File: src/rtl/frxcrc_pkg.sv
// shared types and constants of the framed byte receiver with crc-16 check
package frxcrc_pkg;

    localparam int BYTE_W    = 8;
    localparam int OPCODE_W  = 5;
    localparam int LENGTH_W  = 11;
    localparam int CRC_W     = 16;
    localparam int LIMIT_W   = 6;
    localparam int TOTAL_W   = 16;

    localparam logic [BYTE_W-1:0]   START_BYTE  = 8'h02;
    localparam logic [BYTE_W-1:0]   END_BYTE    = 8'h03;
    localparam logic [CRC_W-1:0]    CRC_POLY    = 16'h1021;
    localparam logic [CRC_W-1:0]    CRC_INIT    = 16'hFFFF;
    localparam logic [LIMIT_W-1:0]  LIMIT_RESET = 6'd32;
    localparam logic [TOTAL_W-1:0]  TOTAL_MAX   = 16'hFFFF;

    typedef enum logic [2:0] {
        PH_READY   = 3'd0,
        PH_HEAD_HI = 3'd1,
        PH_HEAD_LO = 3'd2,
        PH_DATA    = 3'd3,
        PH_CRC_HI  = 3'd4,
        PH_CRC_LO  = 3'd5,
        PH_TAIL    = 3'd6
    } phase_t;

    typedef enum logic [2:0] {
        K_PAYLOAD    = 3'd0,
        K_OK         = 3'd1,
        K_BAD_START  = 3'd2,
        K_BAD_OPCODE = 3'd3,
        K_BAD_CRC    = 3'd4,
        K_BAD_END    = 3'd5
    } kind_t;

    typedef struct packed {
        logic                 have;
        kind_t                kind;
        logic [BYTE_W-1:0]    payload_byte;
        logic [OPCODE_W-1:0]  frame_opcode;
        logic [LENGTH_W-1:0]  frame_length;
        logic [TOTAL_W-1:0]   error_total;
    } rx_result_t;

endpackage

File: src/rtl/frame_receiver_crc16.sv
// top level: input register, frame logic and result register of the frame receiver
// an accepted byte is held in the input register, then its result in the result register, which drives m_tvalid
// throughput: one byte per cycle, sustained while the result side takes a request each cycle
// the input register refills in the same cycle that its byte moves into the frame logic
// reset: rst_n asynchronous, active low; clears both registers' valid flags, the frame
// state, the crc (to 0xffff), the error counter and sets the opcode limit to 32
module frame_receiver_crc16 #(
    parameter int ERROR_COUNT_BITS = 16
) (
    input  logic        clk,
    input  logic        rst_n,
    // received byte stream
    input  logic        s_tvalid,
    output logic        s_tready,
    input  logic [7:0]  s_tdata,   // [7:0] rx_byte
    // frame results
    output logic        m_tvalid,
    input  logic        m_tready,
    output logic [39:0] m_tdata,   // [7:0] payload_byte, [12:8] frame_opcode,
                                   // [23:13] frame_length, [39:24] error_total
    output logic [2:0]  m_tuser,   // [2:0] kind
    // opcode limit register
    input  logic        cfg_valid,
    output logic        cfg_ready,
    input  logic [5:0]  cfg_data   // [5:0] opcode_limit
);
    import frxcrc_pkg::*;

    // input register
    logic              in_valid_reg;
    logic [BYTE_W-1:0] in_byte_reg;

    // result register
    logic              out_valid_reg;
    rx_result_t        out_reg;

    logic [LIMIT_W-1:0] opcode_limit_reg;

    rx_result_t        res;
    logic              advance;

    // the held byte moves on when the result register is empty or being drained
    assign advance   = in_valid_reg && (!out_valid_reg || m_tready);
    assign s_tready  = !in_valid_reg || advance;
    assign cfg_ready = 1'b1;

    frxcrc_core #(
        .ERROR_COUNT_BITS (ERROR_COUNT_BITS)
    ) u_core (
        .clk          (clk),
        .rst_n        (rst_n),
        .fire         (advance),
        .rx_byte      (in_byte_reg),
        .opcode_limit (opcode_limit_reg),
        .result       (res)
    );

    // input stage
    always_ff @(posedge clk or negedge rst_n)
    begin
        if (!rst_n)
        begin
            in_valid_reg <= 1'b0;
        end
        else if (s_tvalid && s_tready)
        begin
            in_valid_reg <= 1'b1;
        end
        else if (advance)
        begin
            in_valid_reg <= 1'b0;
        end
    end

    always_ff @(posedge clk)
    begin
        if (s_tvalid && s_tready)
        begin
            in_byte_reg <= s_tdata;
        end
    end

    // result stage: bytes with no result leave it untouched
    always_ff @(posedge clk or negedge rst_n)
    begin
        if (!rst_n)
        begin
            out_valid_reg <= 1'b0;
        end
        else if (advance && res.have)
        begin
            out_valid_reg <= 1'b1;
        end
        else if (m_tready)
        begin
            out_valid_reg <= 1'b0;
        end
    end

    always_ff @(posedge clk)
    begin
        if (advance && res.have)
        begin
            out_reg <= res;
        end
    end

    // configuration register
    always_ff @(posedge clk or negedge rst_n)
    begin
        if (!rst_n)
        begin
            opcode_limit_reg <= LIMIT_RESET;
        end
        else if (cfg_valid && cfg_ready)
        begin
            opcode_limit_reg <= cfg_data;
        end
    end

    assign m_tvalid = out_valid_reg;
    assign m_tuser  = out_reg.kind;
    assign m_tdata  = {out_reg.error_total, out_reg.frame_length,
                       out_reg.frame_opcode, out_reg.payload_byte};

`ifndef SYNTHESIS
    // every error kind comes with a non-zero error total
    assert property (@(posedge clk) disable iff (!rst_n)
        m_tvalid && (m_tuser == K_BAD_START || m_tuser == K_BAD_OPCODE ||
                     m_tuser == K_BAD_CRC || m_tuser == K_BAD_END)
        |-> m_tdata[39:24] != '0)
        else $error("error request with zero error total");

    // only payload requests carry a byte
    assert property (@(posedge clk) disable iff (!rst_n)
        m_tvalid && m_tuser != K_PAYLOAD |-> m_tdata[7:0] == '0)
        else $error("non-payload request carries a byte");

    // the error total never goes down
    assert property (@(posedge clk) disable iff (!rst_n)
        advance && res.have |-> res.error_total >= $past(res.error_total) ||
                                !$past(advance && res.have))
        else $error("error total decreased");
`endif

endmodule

File: src/rtl/frxcrc_crc_byte.sv
// crc-16 (poly 0x1021, msb first) update by one byte, unrolled over eight bits
module frxcrc_crc_byte (
    input  logic [frxcrc_pkg::CRC_W-1:0]  crc_in,
    input  logic [frxcrc_pkg::BYTE_W-1:0] data_in,
    output logic [frxcrc_pkg::CRC_W-1:0]  crc_out
);
    import frxcrc_pkg::*;

    always_comb
    begin
        logic [CRC_W-1:0] c;
        logic             fb;
        c = crc_in;
        for (int i = BYTE_W - 1; i >= 0; i--)
        begin
            fb = c[CRC_W-1] ^ data_in[i];
            c  = {c[CRC_W-2:0], 1'b0};
            if (fb)
            begin
                c = c ^ CRC_POLY;
            end
        end
        crc_out = c;
    end

endmodule

File: src/rtl/frxcrc_core.sv
// frame state machine, header and crc registers, error counter
module frxcrc_core #(
    parameter int ERROR_COUNT_BITS = 16
) (
    input  logic                           clk,
    input  logic                           rst_n,
    input  logic                           fire,
    input  logic [frxcrc_pkg::BYTE_W-1:0]  rx_byte,
    input  logic [frxcrc_pkg::LIMIT_W-1:0] opcode_limit,
    output frxcrc_pkg::rx_result_t         result
);
    import frxcrc_pkg::*;

    localparam logic [ERROR_COUNT_BITS-1:0] CNT_SAT = ERROR_COUNT_BITS'(TOTAL_MAX);

    phase_t                      phase_reg, phase_next;
    logic [BYTE_W-1:0]           header_high_reg, header_high_next;
    logic [OPCODE_W-1:0]         opcode_reg, opcode_next;
    logic [LENGTH_W-1:0]         length_reg, length_next;
    logic [LENGTH_W-1:0]         count_reg, count_next;
    logic [CRC_W-1:0]            crc_reg, crc_next;
    logic [ERROR_COUNT_BITS-1:0] err_cnt_reg, err_cnt_next;

    logic [CRC_W-1:0]            crc_upd;
    logic [LENGTH_W-1:0]         count_inc;
    logic                        opcode_bad;
    logic [LENGTH_W-1:0]         head_length;
    logic                        err_inc;

    frxcrc_crc_byte u_crc (
        .crc_in  (crc_reg),
        .data_in (rx_byte),
        .crc_out (crc_upd)
    );

    assign count_inc   = count_reg + LENGTH_W'(1);
    assign opcode_bad  = {1'b0, rx_byte[BYTE_W-1:3]} >= opcode_limit;
    assign head_length = {header_high_reg[2:0], rx_byte};

    // next phase
    always_comb
    begin
        phase_next = phase_reg;
        unique case (phase_reg)
            PH_HEAD_HI: phase_next = opcode_bad ? PH_READY : PH_HEAD_LO;
            PH_HEAD_LO: phase_next = (head_length == '0) ? PH_CRC_HI : PH_DATA;
            PH_DATA:    phase_next = (count_inc >= length_reg) ? PH_CRC_HI : PH_DATA;
            PH_CRC_HI:  phase_next = PH_CRC_LO;
            PH_CRC_LO:  phase_next = (crc_upd != '0) ? PH_READY : PH_TAIL;
            PH_TAIL:    phase_next = PH_READY;
            default:    phase_next = (rx_byte == START_BYTE) ? PH_HEAD_HI : PH_READY;
        endcase
    end

    // datapath and result
    always_comb
    begin
        header_high_next    = header_high_reg;
        opcode_next         = opcode_reg;
        length_next         = length_reg;
        count_next          = count_reg;
        crc_next            = crc_reg;
        err_inc             = 1'b0;
        result.have         = 1'b0;
        result.kind         = K_PAYLOAD;
        result.payload_byte = '0;
        unique case (phase_reg)
            PH_HEAD_HI:
            begin
                if (opcode_bad)
                begin
                    err_inc     = 1'b1;
                    result.have = 1'b1;
                    result.kind = K_BAD_OPCODE;
                end
                else
                begin
                    header_high_next = rx_byte;
                end
            end
            PH_HEAD_LO:
            begin
                opcode_next = header_high_reg[BYTE_W-1:3];
                length_next = head_length;
                count_next  = '0;
                crc_next    = CRC_INIT;
            end
            PH_DATA:
            begin
                crc_next            = crc_upd;
                count_next          = count_inc;
                result.have         = 1'b1;
                result.kind         = K_PAYLOAD;
                result.payload_byte = rx_byte;
            end
            PH_CRC_HI:
            begin
                crc_next = crc_upd;
            end
            PH_CRC_LO:
            begin
                crc_next = crc_upd;
                if (crc_upd != '0)
                begin
                    err_inc     = 1'b1;
                    result.have = 1'b1;
                    result.kind = K_BAD_CRC;
                end
            end
            PH_TAIL:
            begin
                result.have = 1'b1;
                if (rx_byte != END_BYTE)
                begin
                    err_inc     = 1'b1;
                    result.kind = K_BAD_END;
                end
                else
                begin
                    result.kind = K_OK;
                end
            end
            default:
            begin
                if (rx_byte != START_BYTE)
                begin
                    err_inc     = 1'b1;
                    result.have = 1'b1;
                    result.kind = K_BAD_START;
                end
            end
        endcase

        err_cnt_next = (err_inc && (err_cnt_reg != '1))
                     ? err_cnt_reg + ERROR_COUNT_BITS'(1) : err_cnt_reg;

        result.frame_opcode = opcode_next;
        result.frame_length = length_next;
        // shown saturated at the width of the output field
        result.error_total  = (err_cnt_next > CNT_SAT) ? TOTAL_MAX : TOTAL_W'(err_cnt_next);
    end

    always_ff @(posedge clk or negedge rst_n)
    begin
        if (!rst_n)
        begin
            phase_reg       <= PH_READY;
            header_high_reg <= '0;
            opcode_reg      <= '0;
            length_reg      <= '0;
            count_reg       <= '0;
            crc_reg         <= CRC_INIT;
            err_cnt_reg     <= '0;
        end
        else if (fire)
        begin
            phase_reg       <= phase_next;
            header_high_reg <= header_high_next;
            opcode_reg      <= opcode_next;
            length_reg      <= length_next;
            count_reg       <= count_next;
            crc_reg         <= crc_next;
            err_cnt_reg     <= err_cnt_next;
        end
    end

endmodule
File: config.mk
export PLATFORM = sky130hd
export DESIGN_NAME = frame_receiver_crc16
export DESIGN_NICKNAME = d
export VERILOG_FILES = /design/src/rtl/frxcrc_pkg.sv /design/src/rtl/frame_receiver_crc16.sv /design/src/rtl/frxcrc_crc_byte.sv /design/src/rtl/frxcrc_core.sv
export SDC_FILE = /design/constraint.sdc
export NUM_CORES = 1
export LEC_CHECK = 0
export BUFFER_PORTS_ARGS = -buffer_cell sky130_fd_sc_hd__buf_2
export CORE_AREA = 2 2 122 124
export DETAILED_ROUTE_END_ITERATION = 8
export DIE_AREA = 0 0 124 126
export PLACE_DENSITY = 0.65
export SLEW_MARGIN = 5
export SYNTH_ARGS = -nofsm -noshare
export SYNTH_HDL_FRONTEND = slang
export SYNTH_SLANG_ARGS = --single-unit
File: constraint.sdc
create_clock -name clk -period 5.5 [get_ports clk]
set_input_delay 0.275 -clock clk [delete_from_list [all_inputs] [get_ports clk]]
set_output_delay 0.275 -clock clk [all_outputs]
set_load 0.01 [all_outputs]
==> reports/qor.txt <==
outcome: finished clean
RR Startpoint: in_byte_reg[3]
Final HPWL DP: 9.301 mm
Max-Cap Viols: 0
Cells after Synth: 558
die span in y: 126 um
hold_buf cts: 0
number of synthesized register bits: 129
global-route wire length before repair: 22.13 mm
top_reg_cell synth: dfrtp_1
final setup vio count: 0
Die X: 124 um
largest cells by area after synthesis: edfxtp_1 24%, dfrtp_1 24%, dfstp_2 7.1%
non-filler instance count after layout: 816
Syn Nets: 595
Resize count post-CTS: 0
top cell type's share of synthesized area: 0.2425
n_diodes: 0
hold_ws: 12.67 ps
clock-pin slew on the worst setup and hold paths: 60 ps
Rel. slew slack: 0.3422
DRC: 0
CTS tree: yes
reg2reg setup slack: 1890 ps
Std-Cell Rows: 44
maximum vdd drop: 0.3305 mV
Peak Freq: 0.2771 GHz
max incr delay on CP: 840 ps
clock latency at the later pin of the worst-skew pair: 420 ps
initial DRC count: 256
delay-heaviest family, CP: compound AO/OA/AOI/OAI gates
synth-to-layout area growth: 16.52%
vias in the first global route: 4244
Worst Setup Path Type: reg -> reg
clock root cell: clkbuf_16
total grt overflow: 0
Design Area, Final: 7358 um2
number of flops mapped to enable cells by yosys: 51
pin count of the biggest net entering global routing: 79
Initial Util: 0.4412
pre-CTS WS: 1896 ps
Hold WC Path Type: in -> async
CP max FO: 27
Setup Fix Bufs, Post-CTS: 0
FF-to-FF End: m_tdata[7]
critical path's slowest cell: a221oi_4
commonest non-fill, non-tap cell in the layout: buf_2
worst setup margin: 1892 ps
LEAKAGE: 3.202 nW
Worst Tran Pin Value: 986.8 ps
Ports: 65
dpl cells: 784
final WL: 13.62 mm
Port Buffers: 63
Crit. End Element: flip-flop
ys async rst share: 0.6047
most frequent cell on the critical path: o22ai_1
Startpoint Class: flip-flop
RSZ-0062 raised after global routing: no
layout cell share with drive strength beyond 1: 0.2184
Critical Path AT: 3690 ps
initial antenna violation count: 0
flip-flop count of the largest register after layout: 40
worst r2r path cells: 8
cell accounting for the most synthesized area: edfxtp_1
gpl congestion: 0.8610
CTS buffer count: 17
Avg WL per Cell: 16.69 um
post-layout util: 0.5141
Worst Skew: 8.676 ps
most frequent cells in the layout: 62 x buf_2, 61 x dfrtp_1, 58 x nand2_1
power after layout: 4.144 mW
Setup TNS: 0 ps
core footprint: 14310 um2
GRT Total Usage: 0.1862
PD cells: 563.2 nW/um2
final number of hold-violating endpoints: 0
sequential element share of the synthesized area: 0.5550
Final period util: 0.6561
Vias: 4474
Mapped Area: 6315 um2
synth warn: 0
CP required: 5590 ps
Clock Sinks: 129
Vias/cell: 5.483
CP Cell Sequence: inv_1 -> ha_1 -> nand2b_1 -> a31oi_1 -> o22ai_1 -> o22ai_1 -> a221oi_4 -> buf_4
Antenna Nets Post-Route: 0
layout net count: 656
Final min period: 3608 ps
DIE AREA: 15620 um2
final max-slew violation count: 0
WP buf/inv: 2
clk buf depth: 2
Pre-Repair DR Iteration Count: 4
Post-DP Area: 6803 um2
synth unique cells: 59
H-Tree Depth: 4
Avg Cell Area, Syn: 11.32 um2
power breakdown:
| group | internal (mW) | switching, mW | total [mW] | leakage (nW) |
|---|---|---|---|---|
| clock network | 0.661 | 0.406 | 1.07 | 0.264 |
| logic | 0.559 | 0.843 | 1.40 | 1.47 |
| registers | 1.43 | 0.242 | 1.68 | 1.47 |
synthesized netlist by cell type, drive strengths merged (2+ instances only):
| library cell | number |
|---|---|
| and2 | 3 |
| edfxtp | 51 |
| nand4 | 7 |
| nor3 | 15 |
| buf | 7 |
| nor2 | 31 |
| clkbuf | 18 |
| a31oi | 3 |
| a2111oi | 3 |
| inv | 20 |
| nand2b | 9 |
| a32o | 9 |
| a21o | 5 |
| nor4 | 13 |
| nand3 | 20 |
| a21oi | 12 |
| a31o | 2 |
| xnor2 | 20 |
| dfrtp | 61 |
| mux2 | 22 |
| o21ai | 32 |
| o22a | 7 |
| ha | 18 |
| and3 | 17 |
| or3 | 3 |
| nor4b | 3 |
| a211o | 2 |
| nor3b | 2 |
| a211oi | 5 |
| xor2 | 40 |
| nor2b | 2 |
| dfstp | 17 |
| o22ai | 5 |
| nand2 | 58 |
layer usage:
metal  global-route usage  wire length [um]
met2               0.2825              6315
met4              0.07469               302
met1               0.2577              6299
met5                    0                 0
met3              0.04438               705
layout make-up:
type	instances	area (um2)
sequential	129	3505
fill	1240	6955
inverter	20	75.07
clock buffer	21	440.4
tap	184	230.2
clock inverter	11	115.1
multi-input combinational	384	2645
timing repair buffer	67	347.8
cells by family after synthesis:
| group | synth area share |
|---|---|
| AO/OA/AOI/OAI | 0.1066 |
| multiplexers | 0.03923 |
| XOR/XNOR | 0.08678 |
| AND/OR/NAND/NOR | 0.1472 |
| other | 0.0005938 |
| buffers and inverters | 0.02893 |
| flip-flops | 0.5550 |
| adder cells (fa/ha/maj) | 0.03567 |
how the worst max path moves through the flow:
| stage | from | end | cells past startpoint |
|---|---|---|---|
| detailed placement | in_byte_reg[3] | m_tdata[35] | 8 |
| global placement | in_byte_reg[3] | m_tdata[38] | 8 |
| CTS | in_byte_reg[3] | m_tdata[34] | 8 |
| floorplan | u_core.crc_reg[13] | m_tdata[0] | 6 |
| global route | in_byte_reg[3] | m_tdata[2] | 8 |
| finish | in_byte_reg[3] | m_tdata[7] | 8 |
No activity file was read; power rests on OpenSTA's default activity.
